$ cat config.mk
export PLATFORM = sky130hd
export DESIGN_NAME = closed_tour_length
export DESIGN_NICKNAME = d
export VERILOG_FILES = /design/src/sv/ctour_pkg.sv /design/src/sv/ctour_front.sv /design/src/sv/ctour_queue.sv /design/src/sv/ctour_back.sv /design/src/sv/closed_tour_length.sv
export SDC_FILE = /design/constraint.sdc
export NUM_CORES = 1
export LEC_CHECK = 0
export BUFFER_PORTS_ARGS = -buffer_cell sky130_fd_sc_hd__clkbuf_2
export CORE_MARGIN = 10
export CORE_UTILIZATION = 58
export CTS_BUF_LIST = sky130_fd_sc_hd__clkbuf_16
export DETAILED_ROUTE_END_ITERATION = 10
export HOLD_SLACK_MARGIN = 0.05
export PLACE_DENSITY_LB_ADDON = 0.1
export SYNTH_ARGS = -nofsm -noshare
export SYNTH_HDL_FRONTEND = slang
export SYNTH_SLANG_ARGS = --single-unit
$ cat constraint.sdc
create_clock -name clock -period 25.8 [get_ports clock]
set_clock_uncertainty 0.2 [all_clocks]
set_input_delay 7.74 -clock clock [delete_from_list [all_inputs] [get_ports clock]]
set_output_delay 7.74 -clock clock [all_outputs]
set_load 0.02 [all_outputs]
$ cat src/sv/ctour_pkg.sv
// Shared types and constants for the closed tour length block.
`default_nettype none

package ctour_pkg;

   // Fixed-point fraction bits of every segment length and of the total.
   localparam int FRAC_BITS = 8;

   localparam int COORD_W   = 8;
   // dx*dx + dy*dy for |dx|,|dy| <= 255.
   localparam int SQ_W      = 2 * COORD_W + 1;
   // Radicand of one segment root: squared distance scaled by 2^(2*FRAC_BITS).
   localparam int RAD_W     = SQ_W + 2 * FRAC_BITS;
   localparam int ROOT_W    = (RAD_W + 1) / 2;
   localparam int RADP_W    = 2 * ROOT_W;
   localparam int CNT_W     = $clog2(ROOT_W);

   localparam int TOTAL_W   = 33;
   localparam logic [TOTAL_W-1:0] TOTAL_MAX = '1;

   // Job queue between front and back.
   localparam int QDEPTH    = 2;
   localparam int QPTR_W    = $clog2(QDEPTH);
   localparam int QCNT_W    = $clog2(QDEPTH + 1);

   typedef logic [SQ_W-1:0] sq_type;

   // One job: optional segment from the previous point, then on the last
   // point of a tour the return leg and the result.
   typedef struct packed {
      logic   has_seg;
      sq_type seg_sq;
      sq_type ret_sq;
      logic   last_pt;
   } job_type;

endpackage

`default_nettype wire

$ cat src/sv/ctour_front.sv
// Front end: tracks first and previous points and turns points into jobs.
`default_nettype none

module ctour_front (
   input  wire logic                                clock,
   input  wire logic                                reset,
   input  wire logic                                accept,
   input  wire logic signed [ctour_pkg::COORD_W-1:0] x_coord,
   input  wire logic signed [ctour_pkg::COORD_W-1:0] y_coord,
   input  wire logic                                last_point,
   output      logic                                job_push,
   output      ctour_pkg::job_type                  job
);

   function automatic logic [2*ctour_pkg::COORD_W-1:0] sq_diff(
      input logic signed [ctour_pkg::COORD_W-1:0] a,
      input logic signed [ctour_pkg::COORD_W-1:0] b
   );
      logic signed [ctour_pkg::COORD_W:0]     d;
      logic signed [2*ctour_pkg::COORD_W+1:0] p;
      d = $signed({a[ctour_pkg::COORD_W-1], a}) - $signed({b[ctour_pkg::COORD_W-1], b});
      p = d * d;
      return p[2*ctour_pkg::COORD_W-1:0];
   endfunction

   logic signed [ctour_pkg::COORD_W-1:0] first_x_ff, first_x_in;
   logic signed [ctour_pkg::COORD_W-1:0] first_y_ff, first_y_in;
   logic signed [ctour_pkg::COORD_W-1:0] prev_x_ff, prev_x_in;
   logic signed [ctour_pkg::COORD_W-1:0] prev_y_ff, prev_y_in;
   logic                                 have_first_ff, have_first_in;
   logic signed [ctour_pkg::COORD_W-1:0] home_x, home_y;

   // Return leg target: the first point, or the point itself on a one-point tour.
   assign home_x = have_first_ff ? first_x_ff : x_coord;
   assign home_y = have_first_ff ? first_y_ff : y_coord;

   always_comb begin
      job.has_seg = have_first_ff;
      job.seg_sq  = {1'b0, sq_diff(prev_x_ff, x_coord)} + {1'b0, sq_diff(prev_y_ff, y_coord)};
      job.ret_sq  = {1'b0, sq_diff(x_coord, home_x)} + {1'b0, sq_diff(y_coord, home_y)};
      job.last_pt = last_point;
   end

   // The first point of a multi-point tour produces no work.
   assign job_push = accept && (have_first_ff || last_point);

   always_comb begin
      first_x_in    = first_x_ff;
      first_y_in    = first_y_ff;
      prev_x_in     = prev_x_ff;
      prev_y_in     = prev_y_ff;
      have_first_in = have_first_ff;
      if (accept) begin
         if (!have_first_ff) begin
            first_x_in = x_coord;
            first_y_in = y_coord;
         end
         prev_x_in     = x_coord;
         prev_y_in     = y_coord;
         have_first_in = !last_point;
      end
   end

   always_ff @(posedge clock) begin
      if (reset) begin
         have_first_ff <= 1'b0;
      end else begin
         have_first_ff <= have_first_in;
      end
      first_x_ff <= first_x_in;
      first_y_ff <= first_y_in;
      prev_x_ff  <= prev_x_in;
      prev_y_ff  <= prev_y_in;
   end

endmodule

`default_nettype wire

$ cat src/sv/ctour_queue.sv
// Short job queue between the front end and the root/accumulate back end.
`default_nettype none

module ctour_queue (
   input  wire logic               clock,
   input  wire logic               reset,
   input  wire logic               push,
   input  wire ctour_pkg::job_type push_job,
   output      logic               full,
   input  wire logic               pop,
   output      ctour_pkg::job_type pop_job,
   output      logic               empty
);

   ctour_pkg::job_type              mem_ff [ctour_pkg::QDEPTH];
   logic [ctour_pkg::QPTR_W-1:0]    wr_ptr_ff, wr_ptr_in;
   logic [ctour_pkg::QPTR_W-1:0]    rd_ptr_ff, rd_ptr_in;
   logic [ctour_pkg::QCNT_W-1:0]    count_ff, count_in;

   assign full    = (count_ff == ctour_pkg::QCNT_W'(ctour_pkg::QDEPTH));
   assign empty   = (count_ff == '0);
   assign pop_job = mem_ff[rd_ptr_ff];

   always_comb begin
      wr_ptr_in = wr_ptr_ff;
      rd_ptr_in = rd_ptr_ff;
      count_in  = count_ff;
      if (push) begin
         wr_ptr_in = (wr_ptr_ff == ctour_pkg::QPTR_W'(ctour_pkg::QDEPTH - 1)) ? '0
                     : wr_ptr_ff + 1'b1;
      end
      if (pop) begin
         rd_ptr_in = (rd_ptr_ff == ctour_pkg::QPTR_W'(ctour_pkg::QDEPTH - 1)) ? '0
                     : rd_ptr_ff + 1'b1;
      end
      if (push && !pop) begin
         count_in = count_ff + 1'b1;
      end else if (pop && !push) begin
         count_in = count_ff - 1'b1;
      end
   end

   always_ff @(posedge clock) begin
      if (reset) begin
         wr_ptr_ff <= '0;
         rd_ptr_ff <= '0;
         count_ff  <= '0;
      end else begin
         wr_ptr_ff <= wr_ptr_in;
         rd_ptr_ff <= rd_ptr_in;
         count_ff  <= count_in;
      end
      if (push) begin
         mem_ff[wr_ptr_ff] <= push_job;
      end
   end

   a_no_overflow: assert property (@(posedge clock) disable iff (reset)
      push |-> !full || pop)
      else $error("queue push while full");

endmodule

`default_nettype wire

$ cat src/sv/ctour_back.sv
// Back end: bit-serial square root per segment, saturating sum, result register.
`default_nettype none

module ctour_back (
   input  wire logic                            clock,
   input  wire logic                            reset,
   input  wire logic                            q_empty,
   input  wire ctour_pkg::job_type              q_job,
   output      logic                            q_pop,
   input  wire logic                            rsp_pop,
   output      logic                            rsp_empty,
   output      logic [ctour_pkg::TOTAL_W-1:0]   rsp_tour_length,
   output      logic                            rsp_saturated
);

   localparam logic [1:0] S_IDLE = 2'd0;
   localparam logic [1:0] S_ROOT = 2'd1;
   localparam logic [1:0] S_ADD  = 2'd2;

   logic [1:0]                        state_ff, state_in;
   logic [ctour_pkg::CNT_W-1:0]       cnt_ff, cnt_in;
   logic [ctour_pkg::RADP_W-1:0]      rad_ff, rad_in;
   logic [ctour_pkg::ROOT_W:0]        rem_ff, rem_in;
   logic [ctour_pkg::ROOT_W-1:0]      root_ff, root_in;
   logic                              ret_phase_ff, ret_phase_in;
   logic                              last_pt_ff, last_pt_in;
   ctour_pkg::sq_type                 ret_sq_ff, ret_sq_in;
   logic [ctour_pkg::TOTAL_W-1:0]     total_ff, total_in;
   logic                              ovf_ff, ovf_in;
   logic                              out_valid_ff, out_valid_in;
   logic [ctour_pkg::TOTAL_W-1:0]     out_len_ff, out_len_in;
   logic                              out_sat_ff, out_sat_in;

   logic [ctour_pkg::ROOT_W+2:0]      rem_sh, trial, rem_sub;
   logic                              take;
   logic [ctour_pkg::TOTAL_W:0]       sum;
   logic [ctour_pkg::TOTAL_W-1:0]     sum_sat;
   logic                              sum_ovf;
   logic                              out_load;

   // One root digit per cycle: two radicand bits in, one root bit out.
   assign rem_sh  = {rem_ff, rad_ff[ctour_pkg::RADP_W-1 -: 2]};
   assign trial   = {1'b0, root_ff, 2'b01};
   assign take    = (rem_sh >= trial);
   assign rem_sub = rem_sh - trial;

   assign sum     = {1'b0, total_ff} + (ctour_pkg::TOTAL_W + 1)'(root_ff);
   assign sum_ovf = sum[ctour_pkg::TOTAL_W];
   assign sum_sat = sum_ovf ? ctour_pkg::TOTAL_MAX : sum[ctour_pkg::TOTAL_W-1:0];

   assign out_load = (state_ff == S_ADD) && ret_phase_ff && (!out_valid_ff || rsp_pop);
   assign q_pop    = (state_ff == S_IDLE) && !q_empty;

   assign rsp_empty       = !out_valid_ff;
   assign rsp_tour_length = out_len_ff;
   assign rsp_saturated   = out_sat_ff;

   always_comb begin
      state_in     = state_ff;
      cnt_in       = cnt_ff;
      rad_in       = rad_ff;
      rem_in       = rem_ff;
      root_in      = root_ff;
      ret_phase_in = ret_phase_ff;
      last_pt_in   = last_pt_ff;
      ret_sq_in    = ret_sq_ff;
      total_in     = total_ff;
      ovf_in       = ovf_ff;
      out_valid_in = out_valid_ff && !rsp_pop;
      out_len_in   = out_len_ff;
      out_sat_in   = out_sat_ff;
      case (state_ff)
         S_IDLE: begin
            if (!q_empty) begin
               last_pt_in   = q_job.last_pt;
               ret_sq_in    = q_job.ret_sq;
               ret_phase_in = !q_job.has_seg;
               rad_in       = ctour_pkg::RADP_W'(q_job.has_seg ? q_job.seg_sq : q_job.ret_sq)
                              << (2 * ctour_pkg::FRAC_BITS);
               rem_in       = '0;
               root_in      = '0;
               cnt_in       = ctour_pkg::CNT_W'(ctour_pkg::ROOT_W - 1);
               state_in     = S_ROOT;
            end
         end
         S_ROOT: begin
            rad_in  = rad_ff << 2;
            rem_in  = take ? rem_sub[ctour_pkg::ROOT_W:0] : rem_sh[ctour_pkg::ROOT_W:0];
            root_in = {root_ff[ctour_pkg::ROOT_W-2:0], take};
            cnt_in  = cnt_ff - 1'b1;
            if (cnt_ff == '0) begin
               state_in = S_ADD;
            end
         end
         S_ADD: begin
            if (!ret_phase_ff) begin
               total_in = sum_sat;
               ovf_in   = ovf_ff || sum_ovf;
               if (last_pt_ff) begin
                  // Segment from the previous point done, now the return leg.
                  ret_phase_in = 1'b1;
                  rad_in       = ctour_pkg::RADP_W'(ret_sq_ff) << (2 * ctour_pkg::FRAC_BITS);
                  rem_in       = '0;
                  root_in      = '0;
                  cnt_in       = ctour_pkg::CNT_W'(ctour_pkg::ROOT_W - 1);
                  state_in     = S_ROOT;
               end else begin
                  state_in = S_IDLE;
               end
            end else if (out_load) begin
               out_valid_in = 1'b1;
               out_len_in   = sum_sat;
               out_sat_in   = ovf_ff || sum_ovf;
               total_in     = '0;
               ovf_in       = 1'b0;
               state_in     = S_IDLE;
            end
         end
         default: begin
            state_in = S_IDLE;
         end
      endcase
   end

   always_ff @(posedge clock) begin
      if (reset) begin
         state_ff     <= S_IDLE;
         total_ff     <= '0;
         ovf_ff       <= 1'b0;
         out_valid_ff <= 1'b0;
      end else begin
         state_ff     <= state_in;
         total_ff     <= total_in;
         ovf_ff       <= ovf_in;
         out_valid_ff <= out_valid_in;
      end
      cnt_ff       <= cnt_in;
      rad_ff       <= rad_in;
      rem_ff       <= rem_in;
      root_ff      <= root_in;
      ret_phase_ff <= ret_phase_in;
      last_pt_ff   <= last_pt_in;
      ret_sq_ff    <= ret_sq_in;
      out_len_ff   <= out_len_in;
      out_sat_ff   <= out_sat_in;
   end

   a_ovf_clamped: assert property (@(posedge clock) disable iff (reset)
      ovf_ff |-> total_ff == ctour_pkg::TOTAL_MAX)
      else $error("overflow flag set but total not clamped");

   a_pop_idle: assert property (@(posedge clock) disable iff (reset)
      q_pop |-> state_ff == S_IDLE)
      else $error("job taken while busy");

   a_no_clobber: assert property (@(posedge clock) disable iff (reset)
      out_load |-> !out_valid_ff || rsp_pop)
      else $error("result overwritten before taken");

   a_root_done: assert property (@(posedge clock) disable iff (reset)
      (state_ff == S_ROOT) && (cnt_ff == '0) |=> state_ff == S_ADD)
      else $error("root did not finish into add");

   a_total_clear: assert property (@(posedge clock) disable iff (reset)
      out_load |=> total_ff == '0 && !ovf_ff)
      else $error("total not cleared after tour");

endmodule

`default_nettype wire

$ cat src/sv/closed_tour_length.sv
// Top level of the closed tour length block: front end, job queue, back end.
// Usage:
//   Points go in on the req_ side as a queue: an item is taken at a clock
//   edge where req_push is high and req_full is low. Each item is one point
//   (signed x/y) plus req_last_point marking the end of a tour.
//   Results come out on the rsp_ side: while rsp_empty is low the oldest
//   result sits on rsp_tour_length / rsp_saturated and leaves on rsp_pop.
//   One result per tour, after its last point; a single-point tour gives 0.
// Timing:
//   Every segment root is computed one digit per cycle, ROOT_W = 17 digits at
//   FRAC_BITS = 8, after a load step in S_IDLE and before an add step in
//   S_ADD; a last point runs the segment root and then the return leg root.
//   The first point of a tour needs no root. A one-point tour takes a single
//   root, of its zero-length return leg, once an idle block takes it.
//   A two-entry job queue lets points enter while the back end is busy.
// Reset and stall:
//   Synchronous reset empties the queue and clears the running sum, the
//   tour tracking and the result register. An unpopped result holds the
//   next finished tour in the back end; the queue fills and req_full stalls
//   the sender. Nothing is dropped.
`default_nettype none

module closed_tour_length (
   input  wire logic                                clock,
   input  wire logic                                reset,
   input  wire logic                                req_push,
   output      logic                                req_full,
   input  wire logic signed [ctour_pkg::COORD_W-1:0] req_x_coord,
   input  wire logic signed [ctour_pkg::COORD_W-1:0] req_y_coord,
   input  wire logic                                req_last_point,
   output      logic                                rsp_empty,
   input  wire logic                                rsp_pop,
   output      logic [ctour_pkg::TOTAL_W-1:0]       rsp_tour_length,
   output      logic                                rsp_saturated
);

   logic               accept;
   logic               job_push;
   ctour_pkg::job_type push_job;
   ctour_pkg::job_type pop_job;
   logic               q_full;
   logic               q_empty;
   logic               q_pop;

   // Every point waits on queue space, even one that makes no job.
   assign req_full = q_full;
   assign accept   = req_push && !q_full;

   ctour_front u_front (
      .clock      (clock),
      .reset      (reset),
      .accept     (accept),
      .x_coord    (req_x_coord),
      .y_coord    (req_y_coord),
      .last_point (req_last_point),
      .job_push   (job_push),
      .job        (push_job)
   );

   ctour_queue u_queue (
      .clock    (clock),
      .reset    (reset),
      .push     (job_push),
      .push_job (push_job),
      .full     (q_full),
      .pop      (q_pop),
      .pop_job  (pop_job),
      .empty    (q_empty)
   );

   ctour_back u_back (
      .clock           (clock),
      .reset           (reset),
      .q_empty         (q_empty),
      .q_job           (pop_job),
      .q_pop           (q_pop),
      .rsp_pop         (rsp_pop),
      .rsp_empty       (rsp_empty),
      .rsp_tour_length (rsp_tour_length),
      .rsp_saturated   (rsp_saturated)
   );

endmodule

`default_nettype wire
Yosys cells after proc, flatten, opt, wreduce, memory -nomap -nowiden --
Memories as Yosys holds them, arrays and structs flattened. A register that Yosys moved wholly into a read port is not among the register bits. Index checks and enable logic that the tools add are counted.
Cells by class: add/sub/neg operators 13, multiply operators 4, $lt $le $gt $ge 1, eq/ne operators 9, mux-type cells 46, bitwise operators 1, reduce and logical (&&, ||, !) cells 31
Operators with widths (number):
- 2-to-1 mux 34 bit | 3
- case mux 34 bit (3 select lines) | 1
- 2-to-1 mux 33 bit | 3
- 2-to-1 mux 18 bit | 4
- 2-to-1 mux 17 bit | 4
- multiplier 9 x 9 -> 16 bit | 4
- case mux 18 bit (3 select lines) | 1
- case mux 17 bit (3 select lines) | 1
- subtractor 8 x 8 -> 9 bit | 4
- adder 16 x 16 -> 17 bit | 2
- adder 33 x 17 -> 34 bit | 1
- >= comparator 20 x 19 -> 1 bit | 1
- subtractor 18 bit | 1
- 2-to-1 mux 8 bit | 2
- 2-to-1 mux 1 bit | 15
- 2-to-1 mux 5 bit | 3
- case mux 5 bit (3 select lines) | 1
- 2-to-1 mux 2 bit | 6
- logical AND 1 bit | 8
- logical NOT 1 bit | 8
- inequality test 2 bit, second input constant | 3
- case mux 2 bit (3 select lines) | 1
- AND reduction 2 bit | 3
- AND reduction 3 bit | 2
- 16 further kinds | 23
Word-level totals: bits in registers 201, memory bits (writable) 72, input port bits 21, output and inout port bits 36, logic and storage cells 127, memories 1
Memories:
- u_queue.mem_ff | words 2, bits a word 36, read ports 1, clocked after Yosys merged registers in 1, wr ports 1, RTL line ctour_queue.sv:15 | ctour_pkg::job_type mem_ff [ctour_pkg::QDEPTH];

Depth between registers and ports, before layout --
depth after elaboration 8, depth in mapped cells 38, mapped depth without buffers 35

Hierarchy --
A second synthesis with hierarchy kept.
Second synthesis, totals: cells, all modules 2511, area total of the unflattened synthesis 25091.6 µm²
By module, submodules not included:
- ctour_front | times used 1, cells each 1576, area each 13879.6 µm², sequential area each 980.9 µm²
- ctour_back | times used 1, cells each 800, area each 8384.3 µm², sequential area each 4073.9 µm²
- ctour_queue | times used 1, cells each 134, area each 2813.9 µm², sequential area each 2262.2 µm²
- closed_tour_length | times used 1, cells each 1, area each 13.8 µm², sequential area each 0.0 µm²

Worst setup path after synthesis --
OpenSTA, ideal clock, no wires.
path kind input to register, from in req_y_coord[1] in the netlist's numbering, to mem u_queue.mem_ff[0][15] in the netlist's numbering (data pin), library setup time 264 ps, data arrival time 14624 ps, data required time 25336 ps, setup slack 10712 ps, cell stages on the path 33, buffers on the path 1, cells stage by stage inv_1 o21a_1 ha_1 nor2b_1 o21ai_0 a21boi_0 o21ai_0 a21boi_0 o21a_1 o21a_1 clkbuf_1 or3_1 fa_1 inv_1 fa_1 inv_1 fa_1 inv_1 fa_1 ha_1 ha_1 nor2b_1 o21ai_0 a21boi_0 o21ai_0 nand2b_1 a31oi_1 xnor2_1 ha_1 or3_1 a211oi_1 nor2_1 xor2_1
RTL lines:
- start, declared | RTL line closed_tour_length.sv:29 | input wire logic signed [ctour_pkg::COORD_W-1:0] req_y_coord,
- end, declared | RTL line ctour_queue.sv:15

==> flow_summary.ini <==
[logic_synthesis]
synth_edf_count = 215
synth_most_common_cell = inv_1
netlist_area_um2 = 23900
yosys_warnings = 0
synth_cell_types = 86
synth_cells = 2377
synthArstFlopShare = 0
synth-main-ff-cell = edfxtp_1
syn_nets = 2849
synthTopCellsByCount = inv_1 (417), ha_1 (234), fa_1 (217)
ys_seq_area_frac = 0.307
yosysTopAreaCellShare = 0.271
syn_avg_cell_area_um2 = 10.0
yosysTopAreaCell = edfxtp_1
synth_area_leaders = edfxtp_1 (27%), fa_1 (18%), ha_1 (12%)
ys_seq_elements = 258

[timing]
max_freq_mhz = 65.5
rsz0062_at_grt = no
relSlewSlack = 0.289
timing.final.crit_period_ns = 15.26
slew_viol_final = 0
setup_tns_ns = 0
finalCritPeriodShare = 0.591
tightestPinTransition_ns = 1.06
finalHoldViolations = 0
setup_viol = 0

[cts]
clk_root_buffer_cell = clkbuf_16
clk_latency_ns = 0.56
cts_tree = done
htree_levels = 1
cts.sinks = 258
clkTransAtPathRegs_ns = 0.06
ctsHoldBuffers = 0
cts_buffers = 30
cts_buffer_depth = 3
cts_setup_buffers = 0
cts-resized-gates = 0

[placed_design]
globalplace.congestion = 0.848
placed_cells = 2915
numPortBuffers = 56
place_hpwl_um = 37100

[grt]
grt_antenna_before_repair = 0
grt_pass1_vias = 17000
grt_usage = 0.191
grt_pass1_wl_um = 80500
grt-ovfl-total = 0
grt_start_max_net_pins = 59

[route]
wirelength_um = 47100
final_antenna_net_count = 0
vias_per_cell = 5.44
drt_iter0_markers = 1000
routedWlPerCell_um = 15.8
vias = 16200
drt_first_pass_iters = 7
drc_errors = 0

[worst_setup_path]
rrSetupSlack_ns = 16.94
worstSetupStartpointType = primary input
critPathKind = primary input to flop
cp_slowest_cell = fa_1
cp_max_fo = 6
timing.critical_path.mode_cell = inv_1
cp-end-kind = flop
cp.arrival_ns = 15.35
max_stage_delay_ns = 0.60
crit_required_ns = 25.89

[floorplan]
die_h_um = 223
die_w_um = 223
row_count = 74
initial_utilization = 0.586
die_area_um2 = 49600
coreArea_um2 = 40700
io_pins = 57

[final_layout]
finish.net_count = 2887
fill_cells = 3363
final-instance-count-excl-fill = 2971
layout.area.seq_um2 = 7320
area_growth_syn_to_layout_pct = 7.59
antennaDiodeCount = 0
drive_gt1_frac = 0.0787
multi_input_area_um2 = 14700

[job]
maxCapViolCount = 0

[run_status]
outcome = complete, no violations

[worst_hold_path]
min_path_type = flop to flop
## state kept, by name, indices dropped and copies added (netlist names), 2 cells and up, named ones only
register and count:
u_back.ret_sq_ff 17, u_front.prev_y_ff 8, u_back.state_ff 2, u_back.rem_ff 18, u_queue.mem_ff 72, u_back.total_ff 33, u_front.first_x_ff 8, u_back.rsp_tour_length 33
u_back.rad_ff 18, u_front.first_y_ff 8, u_back.cnt_ff 5, u_back.root_ff 17, u_front.prev_x_ff 8, u_queue.count_ff 2
## cells in the final DEF (no fill, tap or decap), types with 27 or more instances in the layout
cell	instances
mux2i_1	34
fa_1	217
o21a_1	35
nor3_1	46
a21oi_1	95
inv_1	422
xnor2_1	104
o21ai_0	90
or3_1	27
and2_1	42
edfxtp_1	215
xor2_1	37
nand2_1	159
ha_1	234
nor2b_1	43
dfxtp_1	41
a21o_1	40
nor2_1	167
clkbuf_16	32
a22o_1	39
clkbuf_2	56
## stage by stage
step	hold WS, ns	worst slack, ns	area, µm²	util
after global routing	0.301	9.90	25700	0.630
after global placement	0.261	10.21	24700	0.606
after detailed placement	0.263	10.04	24700	0.606
final	0.270	10.54	25700	0.630
after floorplan	0.224	10.71	23900	-
after CTS	0.272	10.57	25700	0.630
## routing by layer
metal | part of all wire | wire, µm | GRT usage | vias to the layer above
met4 | 0.032 | 1500 | 0.0654 | 0
li1 | - | - | - | 7972
met5 | 0 | 0 | 0 | -
met3 | 0.030 | 1430 | 0.0167 | 80
met2 | 0.52 | 24500 | 0.354 | 269
met1 | 0.42 | 19700 | 0.228 | 7844
## final cells by class
type / count / share of cell area
flip-flops and latches: 258 / 0.285
inverters: 421 / 0.0616
multi-input cells: 1636 / 0.574
clock buffers: 32 / 0.0312
well taps: 532 / 0.0259
clock inverters: 24 / 0.00775
repair buffers: 68 / 0.0144
## worst paths after layout
kind	startpoint	end	depth (start not counted)
hold reg to reg	u_back.ovf_ff	u_back.ovf_ff	2
setup / recovery	req_x_coord[0]	u_queue.mem_ff[0][15]	34
setup reg to reg	u_front.have_first_ff	u_queue.mem_ff[0][15]	33
hold / removal	u_back.ovf_ff	u_back.ovf_ff	2
## worst max-delay path, delay by kind of cell
| kind | cells | cell delay, ns |
|---|---|---|
| XOR/XNOR | 2 | 0.26 |
| buffers and inverters | 7 | 0.45 |
| adder cells (fa/ha/maj) | 9 | 3.55 |
| AO/OA/AOI/OAI | 10 | 2.27 |
| AND/OR/NAND/NOR | 6 | 1.06 |
## logic make-up after synthesis
| group | share of synthesized area |
|---|---|
| AND/OR/NAND/NOR | 0.120 |
| buffers and inverters | 0.0775 |
| AO/OA/AOI/OAI | 0.114 |
| flip-flops | 0.307 |
| XOR/XNOR | 0.0518 |
| adder cells (fa/ha/maj) | 0.305 |
| multiplexers | 0.0252 |
Power is left out: the tool's default activity adds up to more than one toggle a clock period on the data nets, which glitch-free logic cannot reach.
